--- src/rtl/rwcp_pkg.sv ---
`timescale 1ns / 1ps

package rwcp_pkg;

	// Chunk and form tags, most significant byte first as they appear in the file.
	localparam logic [31:0] TAG_RIFF = 32'h5249_4646;
	localparam logic [31:0] TAG_WAVE = 32'h5741_5645;
	localparam logic [31:0] TAG_FMT  = 32'h666D_7420;
	localparam logic [31:0] TAG_DATA = 32'h6461_7461;

	localparam logic [15:0] NO_FORMAT = 16'hFFFF;
	localparam logic [127:0] FMT_RESET = {112'd0, NO_FORMAT};

	localparam logic [1:0] KIND_DATA    = 2'd0;
	localparam logic [1:0] KIND_SUMMARY = 2'd1;
	localparam logic [1:0] KIND_ERROR   = 2'd2;

	localparam logic [2:0] ERR_NOT_RIFF    = 3'd0;
	localparam logic [2:0] ERR_TRUNCATED   = 3'd1;
	localparam logic [2:0] ERR_NOT_WAVE    = 3'd2;
	localparam logic [2:0] ERR_SHORT_HDR   = 3'd3;
	localparam logic [2:0] ERR_OVERRUN     = 3'd4;
	localparam logic [2:0] ERR_FMT_SHORT   = 3'd5;
	localparam logic [2:0] ERR_UNSUPPORTED = 3'd6;

	localparam int RESULT_DEPTH = 4;

	typedef struct packed {
		logic [1:0]   kind;
		logic [7:0]   data;
		logic [127:0] fmt;
		logic [2:0]   err;
		logic         last;
	} result_t;

endpackage

--- src/rtl/riff_wave_chunk_parser.sv ---
`timescale 1ns / 1ps

// RIFF WAVE chunk parser.
// Input channel (byte_valid/byte_ready, in_byte, in_last) carries one file byte
// per beat; in_last marks the final byte of the buffer.
// Result channel (result_valid/result_ready) carries data bytes of 'data'
// chunks, then one format summary or error with last set.
// Each beat is parsed in the cycle it is accepted; its results are written
// into a small result queue of RESULT_DEPTH entries and leave it in order
// through the result ports. One input beat is taken every cycle as long as the
// queue has room for two more results, since a beat can cause up to two
// (a data byte plus the final result). With a receiver that takes a result
// every cycle the rate is one byte per cycle.
// When the receiver stalls, the queue fills and byte_ready drops once fewer
// than two entries are free; nothing is lost or reordered.
// After in_last all parser state returns to its reset values for the next file.
// Reset (arst_n low) clears the parser state and empties the queue.
module riff_wave_chunk_parser #(
	parameter int RESULT_DEPTH = rwcp_pkg::RESULT_DEPTH
) (
	input  logic        clk,
	input  logic        arst_n,
	input  logic        byte_valid,
	output logic        byte_ready,
	input  logic [7:0]  in_byte,
	input  logic        in_last,
	output logic        result_valid,
	input  logic        result_ready,
	output logic [1:0]  out_kind,
	output logic [7:0]  data_byte,
	output logic [15:0] format_code,
	output logic [15:0] channel_count,
	output logic [31:0] sample_rate,
	output logic [31:0] byte_rate,
	output logic [15:0] block_align,
	output logic [15:0] bits_per_sample,
	output logic [2:0]  error_code,
	output logic        last
);
	import rwcp_pkg::*;

	localparam int PTR_W = (RESULT_DEPTH > 1) ? $clog2(RESULT_DEPTH) : 1;
	localparam int CNT_W = $clog2(RESULT_DEPTH + 1);

	localparam logic [2:0] PH_HEADER   = 3'd0;
	localparam logic [2:0] PH_CHUNKHDR = 3'd1;
	localparam logic [2:0] PH_FMT      = 3'd2;
	localparam logic [2:0] PH_DATA     = 3'd3;
	localparam logic [2:0] PH_SKIP     = 3'd4;
	localparam logic [2:0] PH_WAIT     = 3'd5;
	localparam logic [2:0] PH_DONE     = 3'd6;

	logic [2:0]   phase_q, phase_n;
	logic [32:0]  pos_q, pos_n;
	logic [32:0]  riff_size_q, riff_size_n;
	logic [31:0]  tag_q, tag_n;
	logic [31:0]  remain_q, remain_n;
	logic [31:0]  shift_q, shift_n;
	logic [127:0] fmt_q, fmt_n;
	logic         err_seen_q, err_seen_n;
	logic [2:0]   err_num_q, err_num_n;

	result_t fifo_q [RESULT_DEPTH];
	logic [PTR_W-1:0] wr_ptr_q, rd_ptr_q;
	logic [CNT_W-1:0] count_q;

	logic        accept, pop;
	logic [33:0] next_pos, file_end, hdr_sum;
	logic        end_reached, hdr_short;
	logic [31:0] fmt_idx;
	result_t     res_first, res_end, res_a, res_b;
	logic        first_v, end_v;
	logic [1:0]  push_cnt;

	function automatic logic [PTR_W-1:0] ptr_inc(input logic [PTR_W-1:0] p);
		logic [PTR_W-1:0] r;
		if (p == PTR_W'(RESULT_DEPTH - 1)) begin
			r = '0;
		end else begin
			r = p + PTR_W'(1);
		end
		return r;
	endfunction

	assign accept = byte_valid && byte_ready;
	assign pop = result_valid && result_ready;
	assign byte_ready = (count_q <= CNT_W'(RESULT_DEPTH - 2));
	assign result_valid = (count_q != '0);

	assign next_pos = {1'b0, pos_q} + 34'd1;
	assign file_end = (riff_size_q < 33'd12) ? 34'd12 : {1'b0, riff_size_q};
	assign end_reached = (next_pos >= file_end);
	// Valid only when the end is not yet reached.
	assign hdr_short = ((file_end - next_pos) < 34'd8);
	assign fmt_idx = shift_q - remain_q;

	always_comb begin
		phase_n = phase_q;
		pos_n = pos_q;
		riff_size_n = riff_size_q;
		tag_n = tag_q;
		remain_n = remain_q;
		shift_n = shift_q;
		fmt_n = fmt_q;
		err_seen_n = err_seen_q;
		err_num_n = err_num_q;
		hdr_sum = '0;
		first_v = 1'b0;
		end_v = 1'b0;
		res_first = '0;
		res_end = '0;

		if (phase_q != PH_DONE) begin
			unique case (phase_q)
				PH_HEADER: begin
					if (pos_q < 33'd4) begin
						shift_n = {shift_q[23:0], in_byte};
						if (pos_q == 33'd3 && shift_n != TAG_RIFF) begin
							first_v = 1'b1;
							res_first.kind = KIND_ERROR;
							res_first.err = ERR_NOT_RIFF;
							res_first.last = 1'b1;
							phase_n = PH_DONE;
						end
					end else if (pos_q < 33'd8) begin
						shift_n = {in_byte, shift_q[31:8]};
						if (pos_q == 33'd7) begin
							riff_size_n = {1'b0, shift_n} + 33'd8;
						end
					end else begin
						tag_n = {tag_q[23:0], in_byte};
						if (pos_q == 33'd11) begin
							if (tag_n != TAG_WAVE) begin
								err_seen_n = 1'b1;
								err_num_n = ERR_NOT_WAVE;
								phase_n = PH_WAIT;
							end else if (end_reached) begin
								phase_n = PH_WAIT;
							end else if (hdr_short) begin
								err_seen_n = 1'b1;
								err_num_n = ERR_SHORT_HDR;
								phase_n = PH_WAIT;
							end else begin
								phase_n = PH_CHUNKHDR;
								remain_n = 32'd8;
							end
						end
					end
				end
				PH_CHUNKHDR: begin
					if (remain_q > 32'd4) begin
						tag_n = {tag_q[23:0], in_byte};
					end else begin
						shift_n = {in_byte, shift_q[31:8]};
					end
					remain_n = remain_q - 32'd1;
					if (remain_n == '0) begin
						hdr_sum = next_pos + {2'b00, shift_n};
						if (hdr_sum > file_end) begin
							err_seen_n = 1'b1;
							err_num_n = ERR_OVERRUN;
							phase_n = PH_WAIT;
						end else if (tag_q == TAG_FMT && shift_n < 32'd16) begin
							err_seen_n = 1'b1;
							err_num_n = ERR_FMT_SHORT;
							phase_n = PH_WAIT;
						end else begin
							if (tag_q == TAG_FMT) begin
								phase_n = PH_FMT;
							end else if (tag_q == TAG_DATA) begin
								phase_n = PH_DATA;
							end else begin
								phase_n = PH_SKIP;
							end
							remain_n = shift_n;
							// An empty chunk moves straight on to the next header.
							if (shift_n == '0) begin
								if (end_reached) begin
									phase_n = PH_WAIT;
								end else if (hdr_short) begin
									err_seen_n = 1'b1;
									err_num_n = ERR_SHORT_HDR;
									phase_n = PH_WAIT;
								end else begin
									phase_n = PH_CHUNKHDR;
									remain_n = 32'd8;
								end
							end
						end
					end
				end
				PH_FMT, PH_DATA, PH_SKIP: begin
					if (phase_q == PH_FMT) begin
						if (fmt_idx[31:4] == '0) begin
							for (int i = 0; i < 16; i++) begin
								if (fmt_idx[3:0] == 4'(i)) begin
									fmt_n[8*i +: 8] = in_byte;
								end
							end
						end
					end else if (phase_q == PH_DATA) begin
						first_v = 1'b1;
						res_first.kind = KIND_DATA;
						res_first.data = in_byte;
					end
					if (remain_q != '0) begin
						remain_n = remain_q - 32'd1;
					end
					if (remain_n == '0) begin
						if (end_reached) begin
							phase_n = PH_WAIT;
						end else if (hdr_short) begin
							err_seen_n = 1'b1;
							err_num_n = ERR_SHORT_HDR;
							phase_n = PH_WAIT;
						end else begin
							phase_n = PH_CHUNKHDR;
							remain_n = 32'd8;
						end
					end
				end
				default: begin
				end
			endcase

			pos_n = next_pos[32:0];

			if (phase_n != PH_DONE && pos_q >= 33'd11 && end_reached) begin
				end_v = 1'b1;
				res_end.last = 1'b1;
				if (err_seen_n) begin
					res_end.kind = KIND_ERROR;
					res_end.err = err_num_n;
				end else if (fmt_n[15:0] == 16'd1 || fmt_n[15:0] == 16'd2) begin
					res_end.kind = KIND_SUMMARY;
					res_end.fmt = fmt_n;
				end else begin
					res_end.kind = KIND_ERROR;
					res_end.err = ERR_UNSUPPORTED;
				end
				phase_n = PH_DONE;
			end

			if (in_last && phase_n != PH_DONE) begin
				end_v = 1'b1;
				res_end.kind = KIND_ERROR;
				res_end.err = ERR_TRUNCATED;
				res_end.last = 1'b1;
			end
		end

		if (in_last) begin
			phase_n = PH_HEADER;
			pos_n = '0;
			riff_size_n = '0;
			tag_n = '0;
			remain_n = '0;
			shift_n = '0;
			fmt_n = FMT_RESET;
			err_seen_n = 1'b0;
			err_num_n = '0;
		end
	end

	// A beat makes at most two results; the early one always goes first.
	assign res_a = first_v ? res_first : res_end;
	assign res_b = res_end;
	assign push_cnt = {1'b0, first_v} + {1'b0, end_v};

	always_ff @(posedge clk or negedge arst_n) begin
		if (!arst_n) begin
			phase_q <= PH_HEADER;
			pos_q <= '0;
			riff_size_q <= '0;
			tag_q <= '0;
			remain_q <= '0;
			shift_q <= '0;
			fmt_q <= FMT_RESET;
			err_seen_q <= 1'b0;
			err_num_q <= '0;
		end else if (accept) begin
			phase_q <= phase_n;
			pos_q <= pos_n;
			riff_size_q <= riff_size_n;
			tag_q <= tag_n;
			remain_q <= remain_n;
			shift_q <= shift_n;
			fmt_q <= fmt_n;
			err_seen_q <= err_seen_n;
			err_num_q <= err_num_n;
		end
	end

	always_ff @(posedge clk or negedge arst_n) begin
		if (!arst_n) begin
			wr_ptr_q <= '0;
			rd_ptr_q <= '0;
			count_q <= '0;
		end else begin
			if (accept) begin
				if (push_cnt == 2'd1) begin
					wr_ptr_q <= ptr_inc(wr_ptr_q);
				end else if (push_cnt == 2'd2) begin
					wr_ptr_q <= ptr_inc(ptr_inc(wr_ptr_q));
				end
			end
			if (pop) begin
				rd_ptr_q <= ptr_inc(rd_ptr_q);
			end
			count_q <= count_q + (accept ? CNT_W'(push_cnt) : '0) - (pop ? CNT_W'(1) : '0);
		end
	end

	always_ff @(posedge clk) begin
		if (accept && push_cnt != 2'd0) begin
			fifo_q[wr_ptr_q] <= res_a;
			if (push_cnt == 2'd2) begin
				fifo_q[ptr_inc(wr_ptr_q)] <= res_b;
			end
		end
	end

	assign out_kind = fifo_q[rd_ptr_q].kind;
	assign data_byte = fifo_q[rd_ptr_q].data;
	assign format_code = fifo_q[rd_ptr_q].fmt[15:0];
	assign channel_count = fifo_q[rd_ptr_q].fmt[31:16];
	assign sample_rate = fifo_q[rd_ptr_q].fmt[63:32];
	assign byte_rate = fifo_q[rd_ptr_q].fmt[95:64];
	assign block_align = fifo_q[rd_ptr_q].fmt[111:96];
	assign bits_per_sample = fifo_q[rd_ptr_q].fmt[127:112];
	assign error_code = fifo_q[rd_ptr_q].err;
	assign last = fifo_q[rd_ptr_q].last;

endmodule

--- config.mk ---
export PLATFORM = sky130hd
export DESIGN_NAME = riff_wave_chunk_parser
export DESIGN_NICKNAME = d
export VERILOG_FILES = /design/src/rtl/rwcp_pkg.sv /design/src/rtl/riff_wave_chunk_parser.sv
export SDC_FILE = /design/constraint.sdc
export NUM_CORES = 2
export LEC_CHECK = 0
export ABC_AREA = 0
export BUFFER_PORTS_ARGS = -buffer_cell sky130_fd_sc_hd__buf_2
export CORE_UTILIZATION = 45
export CTS_CLUSTER_SIZE = 40
export DETAILED_ROUTE_END_ITERATION = 12
export GPL_TIMING_DRIVEN = 1
export PLACE_DENSITY_LB_ADDON = 0.05
export SKIP_LAST_GASP = 1
export SYNTH_ARGS = -nofsm -noshare
export SYNTH_HDL_FRONTEND = slang
export SYNTH_SLANG_ARGS = --single-unit
--- constraint.sdc ---
create_clock -name clk -period 13.4 [get_ports clk]
set_input_delay 0.67 -clock clk [delete_from_list [all_inputs] [get_ports clk]]
set_output_delay 0.67 -clock clk [all_outputs]
set_load 0.01 [all_outputs]
# After elaboration in Yosys (flattened, before gate mapping)
# Memory sizes are Yosys's and may differ from the RTL's.
# Cells that the tools add are included.
# W data, S select, Z words.
[totals]
regBits = 304
ram_bits = 568
in_bits = 13
out_inout_bits = 144
word_cells = 276
memories = 1
[mem_list]
columns = ["name", "words", "word_bits", "rd", "rd_ports_with_merged_regs", "wr", "line", "rtl"]
rows = [
  ["fifo_q", 4, 142, 1, 0, 2, "riff_wave_chunk_parser.sv:63", "result_t fifo_q [RESULT_DEPTH];"],
]
[op_classes]
addsub = 12
n_lt_le_gt_ge = 10
eq_ne = 45
mux = 164
n_reduce_logical = 32
[ops]
columns = ["cell", "n"]
rows = [
  ["$mux W128", 8],
  ["$mux W32", 32],
  ["$mux W33", 9],
  ["$mux W132", 2],
  ["$mux W8", 19],
  ["$mux W142", 1],
  ["$pmux W32 S2", 2],
  ["$mux W3", 34],
  ["$logic_not A32 Y1", 3],
  ["$pmux W32 S3", 1],
  ["$lt A33 B4 Y1 const B", 2],
  ["$eq A32 B31 Y1 const B", 2],
  ["$ne A32 B31 Y1 const B", 2],
  ["$add A33 B1 Y34 const B", 1],
  ["$add A34 B32 Y34", 1],
  ["$ge A34 B33 Y1", 1],
  ["$gt A34 B33 Y1", 1],
  ["$lt A34 B4 Y1 const B", 1],
  ["$mux W2", 17],
  ["$sub A33 B34 Y34", 1],
  ["$add A32 B4 Y33 const B", 1],
  ["$eq A33 B2 Y1 const B", 1],
  ["$eq A33 B3 Y1 const B", 1],
  ["$eq A33 B4 Y1 const B", 1],
  ["other kinds (46)", 119],
]

# Depth between registers and ports, before layout
[logic_depth]
depth_word = 30
depth_mapped = 48
depth_no_buf = 42

# Least setup slack after synthesis
# Ideal clock, no wire load.
[synth_path]
path_type = "register -> register"
from = "register remain_q[18]"
to = "memory fifo_q[2][131] in the netlist's numbering, data pin"
setup_ps = 139
arrival_time_ps = 12285
t_required_ps = 13261
slack_ps = 976
path_stages_with_launch = 44
n_path_buf = 6
period_less_slack_ps = 12424
cell_sequence = "dfrtp_1 -> clkbuf_1 -> or4_4 -> nor4_4 -> nand4_1 -> clkbuf_1 -> clkbuf_1 -> mux2_2 -> fa_1 -> a21o_1 -> a21o_1 -> a211oi_1 -> o21bai_1 -> a21oi_1 -> o21ai_0 -> a21oi_1 -> a311oi_1 -> a221oi_1 -> (+8 left out) -> nand2b_1 -> mux2i_1 -> a21oi_1 -> nand4bb_1 -> a211oi_1 -> a211oi_2 -> ha_1 -> nor2_1 -> and3_1 -> a21oi_1 -> inv_1 -> o21ai_0 -> or2_2 -> or3_1 -> buf_2 -> buf_6 -> buf_6 -> nor2_1"
[synth_rtl]
columns = ["element", "line", "rtl"]
rows = [
  ["start: declaration", "riff_wave_chunk_parser.sv:57", "logic [31:0] remain_q, remain_n;"],
  ["start signal: assignment", "riff_wave_chunk_parser.sv:286", "remain_q <= remain_n;"],
  ["end: declaration", "riff_wave_chunk_parser.sv:63", ""],
]

==> PnR_summary.wiki <==
{| class="wikitable"
! Metric !! Value
|-
| Total standard cell area after synthesis || 48,900 um^2
|-
| Sw Ratio || 43.0%
|-
| Die width || 332 um
|-
| Detailed-route wire length per cell || 24.5 um
|-
| Hold slack || 6.58 ps
|-
| Element type at the critical path start || flip-flop
|-
| Weighted congestion reported at the end of routability-driven placement || 0.933
|-
| Placeable core region || 107,000 um^2
|-
| Count of buffers from port buffering || 156
|-
| Sequential share of power || 28.9%
|-
| Number of I/O pins || 157
|-
| Worst Skew || 47.4 ps
|-
| First-pass GRT wire length || 231,000 um
|-
| Number of buffers created by CTS || 97
|-
| Final hold viol count || 0
|-
| Critical path buffers and inverters || 3
|-
| Die Footprint || 110,000 um^2
|-
| Internal power || 7.09 mW
|-
| Detail Route Antenna Nets || 0
|-
| Final wirelength || 153,000 um
|-
| Req. time, crit path || 13,920 ps
|-
| Clock sinks || 872
|-
| Layout filler cell count || 9,802
|-
| Design Area, Final || 54,200 um^2
|-
| Clock tree from TritonCTS || done
|-
| Insertion delay to the later sink of the worst-skew pair || 710 ps
|-
| Placed wire-length estimate || 101,000 um
|-
| Max Transition Viols Final || 0
|-
| Slowest stage cell, crit path || sky130_fd_sc_hd__nor2_1
|-
| Status || finished clean
|-
| FF+latch count, synth || 872
|-
| Part of the Yosys area used for sequential elements || 49.8%
|-
| Total number of vias || 36.9k
|-
| Count of placed standard cells including taps || 6,045
|-
| Crit path kind || reg -> reg
|-
| Detailed-route DRC error count || 0
|-
| Pwr dens || 229 nW/um^2
|-
| Data arrival, critical path || 12,650 ps
|-
| Inserted Diodes || 0
|-
| Leak Pwr || 21.7 nW
|-
| Share of post-route cells with drive strength above 1 || 13.5%
|-
| Portion of total power attributed to combinational logic || 49.0%
|-
| Total Neg Setup Slack || 0 ps
|-
| Post-Synthesis Cells || 4,688
|-
| Maximum vdd ir drop || 0.000232 V
|-
| Layout overhead on the synthesized area || 10.9%
|-
| Number of global-route vias before repair || 35.8k
|-
| Kind of capture point of the worst setup path || flip-flop
|-
| Count of flip-flops with a built-in enable after synthesis || 536
|-
| Share of flip-flops with an asynchronous set or reset after synthesis || 34.9%
|-
| Maximum Capacitance Violations || 0
|-
| Number of DRC markers after the initial detailed-route iteration || 3,412
|-
| Power share of the clock group || 22.1%
|-
| Worst Tran Pin Value || 1170 ps
|-
| CTS clock-pin slew for the worst setup and hold paths || 60 ps
|-
| Delay of the slowest cell on the worst path || 680 ps
|-
| Overall routing resource usage || 27.5%
|-
| Clock Path Buffers || 3
|-
| Number of warning messages in the yosys log || 0
|-
| Ratio of routed vias to standard cells || 5.93
|-
| Cell chosen for the clock root || sky130_fd_sc_hd__clkbuf_16
|-
| Maximum number of pins on one net before global-route repair || 145
|-
| Die height || 332 um
|-
| Fin crit share || 90.5%
|-
| Post-synth cell types || 102
|-
| Final layout net count || 4,903
|-
| Mean area per synthesized cell || 10.4 um^2
|-
| Net switching power figure || 5.35 mW
|-
| Core Rows || 120
|-
| Number of antenna violations at the first check in global routing || 4
|-
| Unrepaired setup endpoints after global routing || no
|-
| Slew HR || 22.0%
|-
| Number of endpoints failing setup at the final stage || 0
|-
| Final non-filler cell total || 6,228
|-
| Resized cells post-CTS || 0
|-
| Standard cell area after detailed placement || 51,000 um^2
|-
| Starting density of the core || 45.6%
|-
| Min cycle time layout || 12,120 ps
|-
| Path class of the lowest-slack min-delay path || in -> async
|-
| Most frequently used flop master after synthesis || sky130_fd_sc_hd__edfxtp_1
|-
| Maximum achievable frequency || 82.5 MHz
|-
| Most frequent CP cell || sky130_fd_sc_hd__a21oi_1
|-
| CTS hold repair buffers || 0
|-
| Length of the first detailed-routing pass in iterations || 5
|-
| Category of cells accounting for the largest share of critical-path delay || simple AND/OR/NAND/NOR gates
|-
| Maximum net fanout on the critical path || 30
|-
| Post-CTS setup buffer count || 0
|-
| Level count of the clock H-tree || 3
|-
| Total power of the final layout || 12.4 mW
|-
| Gr ovfl total || 0
|}
## worst reg2reg max path, delay by kind of cell, from the launching register on
family / cells / cell delay, ps
muxes: 2 / 1100
and+or+nand+nor: 14 / 4910
xor gates and xnor gates: 1 / 90
AOI/OAI and AO/OA: 16 / 3390
DFF: 1 / 470
buffers and inverters: 3 / 780
adders and majority gates: 4 / 1200
## worst paths after layout
path / endpoint / from / slack [ps] / cells past startpoint
setup reg to reg: fifo_q[2][27]$_DFFE_PP_ / remain_q[28]$_DFFE_PN0P_ / 1280 / 40
max in group asynchronous: pos_q[21]$_DFFE_PN0P_ / arst_n / 11770 / 2
hold reg to reg: fifo_q[0][137]$_SDFFE_PP0P_ / fifo_q[0][137]$_SDFFE_PP0P_ / 450 / 2
hold / removal: fmt_q[104]$_DFFE_PN0P_ / arst_n / 7 / 1
setup / recovery: fifo_q[2][27]$_DFFE_PP_ / remain_q[28]$_DFFE_PN0P_ / 1280 / 40
min in group clk: tag_q[3]$_DFFE_PN0P_ / in_byte[3] / 380 / 3
## metal layers
layer	vias to the layer above	share of wire [%]	global-route usage (%)
li1	17200	-	-
met5	-	0.0085	0
met1	18400	44	37.5
met4	2	3.1	9.05
met3	251	5.4	3.72
met2	1082	48	45.2
## power by group through the flow
stage,Clock (mW),Sequential [mW],Combinational [mW]
floorplan,0,3.43,4.23
global placement,0,3.64,6.03
detailed placement,0,3.64,6.03
CTS,2.79,3.59,6.06
global route,2.89,3.63,6.62
finish,2.74,3.60,6.10
## cell usage in the layout (no fill, tap or decap), types with 60 or more instances in the layout
master,n
sky130_fd_sc_hd__nor2_1,643
sky130_fd_sc_hd__edfxtp_1,536
sky130_fd_sc_hd__nand2_1,462
sky130_fd_sc_hd__dfrtp_1,286
sky130_fd_sc_hd__a21oi_1,280
sky130_fd_sc_hd__o21ai_0,193
sky130_fd_sc_hd__mux2i_1,173
sky130_fd_sc_hd__inv_1,170
sky130_fd_sc_hd__buf_2,154
sky130_fd_sc_hd__ha_1,146
sky130_fd_sc_hd__mux4_2,142
sky130_fd_sc_hd__o21ai_1,125
sky130_fd_sc_hd__nand3_1,122
sky130_fd_sc_hd__clkbuf_16,99
sky130_fd_sc_hd__buf_4,74
sky130_fd_sc_hd__nand4_1,72
sky130_fd_sc_hd__nor2b_1,68
sky130_fd_sc_hd__xor2_1,61
sky130_fd_sc_hd__xnor2_1,60
## area by class of cell
class	instances	area (um^2)	area share (%)
multi-input combinational	3354	22600	41.7
clock buffer	151	2870	5.30
timing repair buffer	238	1520	2.81
clock inverter	32	400	0.738
sequential	872	24400	44.9
tap	1403	1760	3.24
inverter	178	683	1.26
## per-stage QoR
stage | setup WS (ps) | utilization [%]
global route | 420 | 50.5
detailed placement | 1530 | 47.5
CTS | 1450 | 50.5
finish | 1280 | 50.5
global placement | 1680 | 47.5
floorplan | 976 | -
## cell usage after synthesis, types with 15 or more instances
cell	count	area [um^2]
sky130_fd_sc_hd__nor2_1	646	2420
sky130_fd_sc_hd__edfxtp_1	536	16100
sky130_fd_sc_hd__nand2_1	463	1740
sky130_fd_sc_hd__dfrtp_1	288	7210
sky130_fd_sc_hd__a21oi_1	282	1410
sky130_fd_sc_hd__clkbuf_1	227	852
sky130_fd_sc_hd__o21ai_0	194	971
sky130_fd_sc_hd__inv_1	173	649
sky130_fd_sc_hd__mux2i_1	173	1730
sky130_fd_sc_hd__ha_1	146	1830
sky130_fd_sc_hd__mux4_2	142	3200
sky130_fd_sc_hd__o21ai_1	127	636
sky130_fd_sc_hd__nand3_1	122	611
sky130_fd_sc_hd__nand4_1	72	450
sky130_fd_sc_hd__nor2b_1	68	425
sky130_fd_sc_hd__xor2_1	61	534
sky130_fd_sc_hd__xnor2_1	60	526
sky130_fd_sc_hd__nor3_1	58	290
sky130_fd_sc_hd__buf_2	56	280
sky130_fd_sc_hd__a21o_1	50	375
sky130_fd_sc_hd__nor4_1	42	263
sky130_fd_sc_hd__o211ai_1	41	308
sky130_fd_sc_hd__a22o_1	35	307
sky130_fd_sc_hd__o31ai_1	33	248
sky130_fd_sc_hd__dfxtp_1	32	641
sky130_fd_sc_hd__mux2_2	31	349
sky130_fd_sc_hd__a211oi_1	30	225
sky130_fd_sc_hd__nand2b_1	30	188
sky130_fd_sc_hd__and3_1	27	169
sky130_fd_sc_hd__buf_1	26	97.6
sky130_fd_sc_hd__or4_1	26	195
sky130_fd_sc_hd__buf_6	24	270
sky130_fd_sc_hd__or3_1	24	150
sky130_fd_sc_hd__and2_1	23	144
sky130_fd_sc_hd__o21a_1	23	173
sky130_fd_sc_hd__o22ai_1	19	119
sky130_fd_sc_hd__o22a_1	17	149
sky130_fd_sc_hd__dfstp_2	16	420
sky130_fd_sc_hd__a31oi_1	15	93.8
## flip-flops by register name, summed over array words and instances, names as in the netlist
register     flops
count_q          3
err_num_q        3
err_seen_q       1
fifo_q         568
fmt_q          128
phase_q          3
pos_q           33
rd_ptr_q         2
remain_q        32
riff_size_q     33
shift_q         32
tag_q           32
wr_ptr_q         2
## logic make-up (layout without fill, tap and decap cells)
| logic type | count (synthesis) | after routing | share of synthesized area (%) |
|---|---|---|---|
| compound gates | 998 | 998 | 12.7 |
| flops | 872 | 872 | 49.8 |
| fa+ha+maj | 149 | 149 | 3.86 |
| mux | 348 | 348 | 10.9 |
| other cells | 1 | 56 | 0.00767 |
| simple gates | 1682 | 1682 | 16.1 |
| xor+xnor | 121 | 121 | 2.17 |
| buf+inv | 517 | 599 | 4.52 |
Note: power is estimated with default switching activity, not from simulation.
